`config.mk`:
```
export PLATFORM = sky130hd
export DESIGN_NAME = iir_biquad_sample_filter
export DESIGN_NICKNAME = d
export VERILOG_FILES = /design/src/sv/iirbq_pkg.sv /design/src/sv/iirbq_tap_cell.sv /design/src/sv/iirbq_out_skid.sv /design/src/sv/iir_biquad_sample_filter.sv
export SDC_FILE = /design/constraint.sdc
export NUM_CORES = 2
export LEC_CHECK = 0
export BUFFER_PORTS_ARGS = -buffer_cell sky130_fd_sc_hd__buf_2
export CAP_MARGIN = 5
export CELL_PAD_IN_SITES_DETAIL_PLACEMENT = 0
export CELL_PAD_IN_SITES_GLOBAL_PLACEMENT = 1
export CORE_MARGIN = 2
export CORE_UTILIZATION = 54
export DETAILED_ROUTE_END_ITERATION = 10
export GPL_TIMING_DRIVEN = 0
export MAX_ROUTING_LAYER = met4
export PLACE_DENSITY = 0.95
export SYNTH_ARGS = -nofsm -noshare
export SYNTH_HDL_FRONTEND = slang
export SYNTH_SLANG_ARGS = --single-unit
```
`constraint.sdc`:
```
create_clock -name clk_i -period 15.05 [get_ports clk_i]
set_clock_uncertainty 0.1 [all_clocks]
set_input_delay 0 -clock clk_i [delete_from_list [all_inputs] [get_ports clk_i]]
set_output_delay 0 -clock clk_i [all_outputs]
set_load 0.1 [all_outputs]
```
`src/sv/iirbq_pkg.sv`:
```
// shared constants and types for the biquad sample filter
`default_nettype none

package iirbq_pkg;

  // coefficient registers are signed q2.14 by default
  localparam int COEF_W = 16;
  // stored feedback value width (two's complement, wraps)
  localparam int Y_W = 32;

  localparam int DEF_SAMPLE_BITS = 12;
  localparam int DEF_COEF_FRAC_BITS = 14;

  localparam int REG_IDX_W = 3;

  typedef enum logic [REG_IDX_W-1:0] {
    REG_COEF_B0 = 3'd0,
    REG_COEF_B1 = 3'd1,
    REG_COEF_B2 = 3'd2,
    REG_COEF_A1 = 3'd3,
    REG_COEF_A2 = 3'd4
  } reg_idx_e;

  localparam logic signed [COEF_W-1:0] RST_COEF_B0 = 16'sd544;
  localparam logic signed [COEF_W-1:0] RST_COEF_B1 = -16'sd846;
  localparam logic signed [COEF_W-1:0] RST_COEF_B2 = 16'sd544;
  localparam logic signed [COEF_W-1:0] RST_COEF_A1 = 16'sd30425;
  localparam logic signed [COEF_W-1:0] RST_COEF_A2 = -16'sd14312;

endpackage

`default_nettype wire

```
`src/sv/iirbq_tap_cell.sv`:
```
// one tap of the delay line: holds a word, weights it and adds to the passing sum
`default_nettype none

module iirbq_tap_cell #(
  parameter int DATA_W = 13,
  parameter int ACC_W  = 31
) (
  input  wire                                      clk_i,
  input  wire                                      rst_ni,
  input  wire                                      en_i,
  input  wire logic signed [DATA_W-1:0]            data_i,
  input  wire logic signed [iirbq_pkg::COEF_W-1:0] coef_i,
  input  wire logic signed [ACC_W-1:0]             acc_i,
  output logic signed [DATA_W-1:0]                 data_o,
  output logic signed [ACC_W-1:0]                  acc_o
);

  localparam int PROD_W = iirbq_pkg::COEF_W + DATA_W;

  logic signed [DATA_W-1:0] data_q;
  logic signed [PROD_W-1:0] prod;

  always_ff @(posedge clk_i or negedge rst_ni) begin
    if (!rst_ni) begin
      data_q <= '0;
    end else if (en_i) begin
      data_q <= data_i;
    end
  end

  assign prod   = coef_i * data_q;
  assign acc_o  = acc_i + ACC_W'(prod);
  assign data_o = data_q;

endmodule

`default_nettype wire

```
`src/sv/iirbq_out_skid.sv`:
```
// two-entry output register with skid slot
`default_nettype none

module iirbq_out_skid #(
  parameter int W = 13
) (
  input  wire          clk_i,
  input  wire          rst_ni,
  input  wire          push_valid_i,
  output logic         push_stall_o,
  input  wire  [W-1:0] push_data_i,
  output logic         pop_valid_o,
  input  wire          pop_stall_i,
  output logic [W-1:0] pop_data_o
);

  logic         main_valid_q, main_valid_d;
  logic         skid_valid_q, skid_valid_d;
  logic [W-1:0] main_data_q, main_data_d;
  logic [W-1:0] skid_data_q, skid_data_d;
  logic         push, pop;

  assign push_stall_o = skid_valid_q;
  assign push = push_valid_i && !skid_valid_q;
  assign pop  = main_valid_q && !pop_stall_i;

  always_comb begin
    main_valid_d = main_valid_q;
    skid_valid_d = skid_valid_q;
    main_data_d  = main_data_q;
    skid_data_d  = skid_data_q;
    if (pop) begin
      if (skid_valid_q) begin
        main_data_d  = skid_data_q;
        skid_valid_d = 1'b0;
      end else begin
        main_data_d  = push_data_i;
        main_valid_d = push;
      end
    end else if (push) begin
      if (!main_valid_q) begin
        main_data_d  = push_data_i;
        main_valid_d = 1'b1;
      end else begin
        skid_data_d  = push_data_i;
        skid_valid_d = 1'b1;
      end
    end
  end

  always_ff @(posedge clk_i or negedge rst_ni) begin
    if (!rst_ni) begin
      main_valid_q <= 1'b0;
      skid_valid_q <= 1'b0;
    end else begin
      main_valid_q <= main_valid_d;
      skid_valid_q <= skid_valid_d;
    end
  end

  always_ff @(posedge clk_i) begin
    main_data_q <= main_data_d;
    skid_data_q <= skid_data_d;
  end

  assign pop_valid_o = main_valid_q;
  assign pop_data_o  = main_data_q;

  // a waiting word in the skid slot always has one ahead of it
  a_skid_behind_main: assert property (@(posedge clk_i) disable iff (!rst_ni)
    skid_valid_q |-> main_valid_q)
    else $error("skid slot holds a word while main register is empty");

  // a word arriving behind a stalled one must land in the skid slot
  a_push_to_skid: assert property (@(posedge clk_i) disable iff (!rst_ni)
    (push && main_valid_q && pop_stall_i) |=> (skid_valid_q && skid_data_q == $past(push_data_i)))
    else $error("word lost while output stalled");

  // draining the skid slot moves its word forward
  a_skid_drain: assert property (@(posedge clk_i) disable iff (!rst_ni)
    (pop && skid_valid_q) |=> (main_valid_q && main_data_q == $past(skid_data_q)))
    else $error("skid word not moved to main register");

endmodule

`default_nettype wire

```
`src/sv/iir_biquad_sample_filter.sv`:
```
// top level of the second-order direct form i sample filter
`default_nettype none

// second-order iir filter, direct form i. each accepted word x gives one result
//   y = b0*x + b1*x1 + b2*x2 + floor((a1*y1 + a2*y2) / 2^COEF_FRAC_BITS)
// with the feedback terms added. coefficients are signed 16-bit fixed point with
// COEF_FRAC_BITS fraction bits (q2.14 by default), written through the plain
// register port (index 0..4 = b0, b1, b2, a1, a2; other indexes are ignored).
// y is kept as a 32-bit two's complement value that wraps on overflow and feeds
// back unsaturated; the output is its integer part truncated toward zero and
// clamped to 0..2^SAMPLE_BITS-1, with clipped set when the clamp was needed.
// the delay line is a row of tap cells: two holding past inputs, two holding
// past outputs, each weighting its word and adding to the sum passed along.
// throughput is one word per clock while in_stall_o is low; the critical path
// is the feedback loop through the two output-tap multipliers and the final
// add back into the first output cell. a two-entry output register lets a new
// word be taken while a finished result is still stalled; in_stall_o rises only
// once both entries are full. configuration must only change while idle.
module iir_biquad_sample_filter #(
  parameter int SAMPLE_BITS    = iirbq_pkg::DEF_SAMPLE_BITS,
  parameter int COEF_FRAC_BITS = iirbq_pkg::DEF_COEF_FRAC_BITS
) (
  input  wire                                 clk_i,
  input  wire                                 rst_ni,
  // register port
  input  wire                                 cfg_we_i,
  input  wire  [iirbq_pkg::REG_IDX_W-1:0]     cfg_idx_i,
  input  wire  [iirbq_pkg::COEF_W-1:0]        cfg_wdata_i,
  // input words
  input  wire                                 in_valid_i,
  output logic                                in_stall_o,
  input  wire  [SAMPLE_BITS-1:0]              sample_in_i,
  // result words
  output logic                                out_valid_o,
  input  wire                                 out_stall_i,
  output logic [SAMPLE_BITS-1:0]              sample_out_o,
  output logic                                clipped_o
);

  localparam int COEF_W = iirbq_pkg::COEF_W;
  localparam int Y_W    = iirbq_pkg::Y_W;
  // input samples carried as signed with a zero sign bit
  localparam int X_W    = SAMPLE_BITS + 1;
  // feedforward sum of three products
  localparam int FF_W   = COEF_W + X_W + 2;
  // feedback sum of two products
  localparam int FB_W   = COEF_W + Y_W + 1;
  localparam int SUM_W  = (FF_W > FB_W) ? FF_W : FB_W;
  localparam logic signed [Y_W-1:0] SMAX_Y = Y_W'((1 << SAMPLE_BITS) - 1);

  // coefficient registers
  logic signed [COEF_W-1:0] coef_b0_q, coef_b1_q, coef_b2_q, coef_a1_q, coef_a2_q;

  always_ff @(posedge clk_i or negedge rst_ni) begin
    if (!rst_ni) begin
      coef_b0_q <= iirbq_pkg::RST_COEF_B0;
      coef_b1_q <= iirbq_pkg::RST_COEF_B1;
      coef_b2_q <= iirbq_pkg::RST_COEF_B2;
      coef_a1_q <= iirbq_pkg::RST_COEF_A1;
      coef_a2_q <= iirbq_pkg::RST_COEF_A2;
    end else if (cfg_we_i) begin
      unique case (iirbq_pkg::reg_idx_e'(cfg_idx_i))
        iirbq_pkg::REG_COEF_B0: coef_b0_q <= cfg_wdata_i;
        iirbq_pkg::REG_COEF_B1: coef_b1_q <= cfg_wdata_i;
        iirbq_pkg::REG_COEF_B2: coef_b2_q <= cfg_wdata_i;
        iirbq_pkg::REG_COEF_A1: coef_a1_q <= cfg_wdata_i;
        iirbq_pkg::REG_COEF_A2: coef_a2_q <= cfg_wdata_i;
        default: ; // unused indexes ignored
      endcase
    end
  end

  // handshake: cells shift on every accepted word
  logic in_accept;
  assign in_accept = in_valid_i && !in_stall_o;

  // current input tap, start of the feedforward sum
  logic signed [X_W-1:0]          x_cur;
  logic signed [COEF_W+X_W-1:0]   prod_b0;
  logic signed [FF_W-1:0]         ff_b0, ff_b1, ff_sum;
  logic signed [X_W-1:0]          x1_data, x2_data;

  assign x_cur   = $signed({1'b0, sample_in_i});
  assign prod_b0 = coef_b0_q * x_cur;
  assign ff_b0   = FF_W'(prod_b0);

  iirbq_tap_cell #(.DATA_W(X_W), .ACC_W(FF_W)) u_cell_x1 (
    .clk_i  (clk_i),
    .rst_ni (rst_ni),
    .en_i   (in_accept),
    .data_i (x_cur),
    .coef_i (coef_b1_q),
    .acc_i  (ff_b0),
    .data_o (x1_data),
    .acc_o  (ff_b1)
  );

  iirbq_tap_cell #(.DATA_W(X_W), .ACC_W(FF_W)) u_cell_x2 (
    .clk_i  (clk_i),
    .rst_ni (rst_ni),
    .en_i   (in_accept),
    .data_i (x1_data),
    .coef_i (coef_b2_q),
    .acc_i  (ff_b1),
    .data_o (x2_data),
    .acc_o  (ff_sum)
  );

  // output taps: feedback sum, then one floor shift
  logic signed [Y_W-1:0]  y_new, y1_data, y2_data;
  logic signed [FB_W-1:0] fb_a1, fb_sum, fb_shr;
  logic signed [SUM_W-1:0] y_full;

  iirbq_tap_cell #(.DATA_W(Y_W), .ACC_W(FB_W)) u_cell_y1 (
    .clk_i  (clk_i),
    .rst_ni (rst_ni),
    .en_i   (in_accept),
    .data_i (y_new),
    .coef_i (coef_a1_q),
    .acc_i  ('0),
    .data_o (y1_data),
    .acc_o  (fb_a1)
  );

  iirbq_tap_cell #(.DATA_W(Y_W), .ACC_W(FB_W)) u_cell_y2 (
    .clk_i  (clk_i),
    .rst_ni (rst_ni),
    .en_i   (in_accept),
    .data_i (y1_data),
    .coef_i (coef_a2_q),
    .acc_i  (fb_a1),
    .data_o (y2_data),
    .acc_o  (fb_sum)
  );

  // arithmetic shift is the floor division
  assign fb_shr = fb_sum >>> COEF_FRAC_BITS;
  assign y_full = SUM_W'(ff_sum) + SUM_W'(fb_shr);
  // stored value wraps modulo 2^32
  assign y_new  = y_full[Y_W-1:0];

  // integer part, truncated toward zero, then clamped
  logic signed [Y_W-1:0]   y_shr;
  logic                    y_neg, y_small_neg, y_over, clip;
  logic [SAMPLE_BITS-1:0]  res;

  assign y_shr       = y_new >>> COEF_FRAC_BITS;
  assign y_neg       = y_new[Y_W-1];
  // strictly between -1 and 0 truncates to zero without clipping
  assign y_small_neg = (&y_new[Y_W-1:COEF_FRAC_BITS]) && (|y_new[COEF_FRAC_BITS-1:0]);
  assign y_over      = !y_neg && (y_shr > SMAX_Y);
  assign clip        = y_over || (y_neg && !y_small_neg);

  always_comb begin
    priority if (y_over) begin
      res = '1;
    end else if (y_neg) begin
      res = '0;
    end else begin
      res = y_shr[SAMPLE_BITS-1:0];
    end
  end

  // output register with skid slot
  logic [SAMPLE_BITS:0] out_word;

  iirbq_out_skid #(.W(SAMPLE_BITS + 1)) u_out_skid (
    .clk_i        (clk_i),
    .rst_ni       (rst_ni),
    .push_valid_i (in_valid_i),
    .push_stall_o (in_stall_o),
    .push_data_i  ({clip, res}),
    .pop_valid_o  (out_valid_o),
    .pop_stall_i  (out_stall_i),
    .pop_data_o   (out_word)
  );

  assign sample_out_o = out_word[SAMPLE_BITS-1:0];
  assign clipped_o    = out_word[SAMPLE_BITS];

  // the first output cell must hold exactly the value just computed
  a_y1_update: assert property (@(posedge clk_i) disable iff (!rst_ni)
    in_accept |=> (y1_data == $past(y_new)))
    else $error("output delay cell not loaded with new value");

  // the old first output moves down the row on each word
  a_y2_shift: assert property (@(posedge clk_i) disable iff (!rst_ni)
    in_accept |=> (y2_data == $past(y1_data) && x2_data == $past(x1_data)))
    else $error("delay row did not shift");

  // a clipped result sits at one of the two bounds
  a_clip_bound: assert property (@(posedge clk_i) disable iff (!rst_ni)
    (out_valid_o && clipped_o) |-> (sample_out_o == '0 || sample_out_o == '1))
    else $error("clipped result not at a bound");

endmodule

`default_nettype wire
```
==> impl_metrics.ini <==
[final_layout]
final_util = 0.575
design_area_um2 = 68100
area_growth_pct = 5.42
drive_above_1_share = 0.0615
fin_nets = 8759
final.fill_count = 10397

[logic_synthesis]
synthFlopType = dfrtp_1
synth_top_family_by_area = adder cells
seq_area_frac_synth = 0.0785
yosysMostFrequentCell = inv_1
synthTopCellsByCount = inv_1, fa_1, nand2_1, and2_1, ha_1
synth.distinct_cells = 83
synth_top_area_frac = 0.535
synth_area_leaders = fa_1, inv_1, ha_1, and2_1, dfrtp_1
syn_nets = 8658
synthCells = 6548
synth_compound_area_frac = 0.0232
yosys.area_share.simple = 0.134
synth_top_cell_by_area = fa_1
yosysWarnings = 0
synth-adder-area-share = 0.602
synth_area_um2 = 64600
ys_ff_latch = 196
syn_avg_cell_area_um2 = 9.87
synth-edff-count = 26
async_flop_share = 0.867
synthMuxAreaShare = 0.0284
synth-xor-area-share = 0.0144

[clocking]
clock_latency_ns = 0.56
cts-buffers-inserted = 17
cts_max_path_buffers = 2
cts_sinks = 196
cts_tree = yes
clk_pin_slew_ns = 0.12
clockRootBuffer = clkbuf_16
post-cts-setup-buffer-count = 0
htree_levels = 4

[worst_setup_path]
cp-end-kind = flip-flop
cpMaxStageDelayCell = dfstp_2
crit_arrival_ns = 14.77
critPathMostFrequentCell = fa_1
crit_required_ns = 15.20
slowest_delay_ns = 0.64
crit_fanout = 10
crit_type = reg2reg
start_kind = flip-flop
r2r_slack_ns = 0.43
r2r_cells = 42

[place]
pre_cts_ws_ns = -0.605
placed_cell_area_um2 = 66900
gp_congestion = 1.03
dpl.hpwl_mm = 175
numPortBuffers = 48

[detailed_routing]
drc = 0
first_pass_iters = 6
routed_wirelength_mm = 199
wl_per_cell_um = 24.1
vias = 45427
vias_per_cell = 5.49
ant_nets = 0
drtIter0Drc = 4104

[timing]
fin_setup_tns_ns = 0
relSlewSlack = -0.00578
period_share = 0.972
max_freq_mhz = 68.4
setup_viol = 0
worstMarginPinSlew_ns = 1.51
period_minus_slack_ns = 14.62
drv_slew = 11
fin_ws_ns = 0.426
hold_viol = 0

[die]
die_area_um2 = 122000
placementRows = 126
ios = 51
die_h_um = 350
start_util = 0.546
fp.coreArea_um2 = 118000
die_w_um = 350

[grt]
met1_usage = 0.485
grt_first_pass_wirelength_mm = 306
track_usage = 0.357
grt_util_met3 = 0.0819
gr-max-usage-layer = met2
antenna_found_initial = 15
grt_max_degree = 95
gr-total-overflow = 0
use_met2 = 0.520
grt_pass1_vias = 49404

[hold_path]
holdCritPathClass = in2reg
whs_path_depth = 3

[run_status]
outcome = finished with violations
violations = capacitance limit, slew limit

[job]
drv_cap = 1
==> repair_timing <==
| action | CTS | global route |
|---|---|---|
| hold buffers | 36 | 0 |
| pin swaps | 0 | 0 |
| gates resized for setup | 36 | 119 |
| hold endpoints to repair | 190 | 0 |
| endpoints found under the setup margin | 26 | 27 |
==> layout by cell type, fill, tap and decap left out, drive strengths merged, types with 64 or more instances in the layout <==
master,synthesis,layout
and2,695,695
clkbuf,277,286
fa,1726,1726
inv,1752,1761
nand2,895,895
mux2,159,159
a21oi,66,66
ha,348,348
xnor2,76,76
dfrtp,141,141
buf,10,64
==> layer usage <==
metal	part of all wire	up-vias	wire [um]
li1	-	18857	-
met1	0.39	24003	78000
met2	0.44	2178	88500
met3	0.11	389	22400
met4	0.052	0	10400
met5	0	-	0
==> worst paths after layout <==
| path | startpoint | endpoint |
|---|---|---|
| worst max-delay path | coef_a1_q[13] | u_out_skid.pop_data_o[12] |
| worst min-delay path | cfg_idx_i[0] | coef_b2_q[0] |
| worst max register to register | coef_a1_q[13] | u_out_skid.pop_data_o[12] |
| worst min register to register | coef_b1_q[8] | coef_b1_q[8] |
| max in group asynchronous | rst_ni | u_cell_x1.data_o[7] |
| min in group asynchronous | rst_ni | u_cell_y2.data_o[6] |
==> layout make-up <==
cell class,instances,area (um^2),share of cell area
Clock buffer,17,425,0.00624
Buffer,282,1190,0.0175
Tap cell,1600,2000,0.0294
Multi-Input combinational cell,4313,52000,0.762
Inverter,1752,6580,0.0965
Clock inverter,15,210,0.00309
Antenna cell,12,30.0,0.000441
Timing Repair Buffer,87,654,0.00960
Sequential cell,196,5090,0.0747
==> kinds of logic (layout without fill, tap and decap cells) <==
family,count (synthesis),after routing
AOI/OAI and AO/OA,214,214
other,0,12
buffers and inverters,2039,2153
DFF,196,196
xor gates and xnor gates,103,103
adders and majority gates,2074,2074
and+or+nand+nor,1762,1762
muxes,160,160
==> critical path, delay by kind of cell (launching register included) <==
| family | cells | cell delay, ns |
|---|---|---|
| flops | 1 | 0.64 |
| buf+inv | 7 | 0.89 |
| simple gates | 9 | 2.23 |
| xor+xnor | 1 | 0.26 |
| fa+ha+maj | 16 | 7.73 |
| compound gates | 9 | 2.41 |
==> metrics by stage <==
step	cells	hold slack, ns
after floorplan	6548	-0.396
after global placement	8196	0.157
after detailed placement	8199	-0.0349
after CTS	8264	0.0256
after global routing	8265	0.0693
final	8274	0.00735
==> state kept, by name (all words and copies together) (netlist names) <==
signal                   flops
coef_a1_q                   16
coef_b2_q                   16
u_out_skid.pop_valid_o       1
coef_b0_q                   16
coef_a2_q                   16
u_cell_y1.data_o            32
u_out_skid.pop_data_o       13
u_cell_y2.data_o            32
u_out_skid.skid_data_q      13
u_out_skid.push_stall_o      1
u_cell_x1.data_o            12
u_cell_x2.data_o            12
coef_b1_q                   16
Power is not shown: default switching activity piles up to over one toggle a cycle in this logic, so the estimate is an artifact.
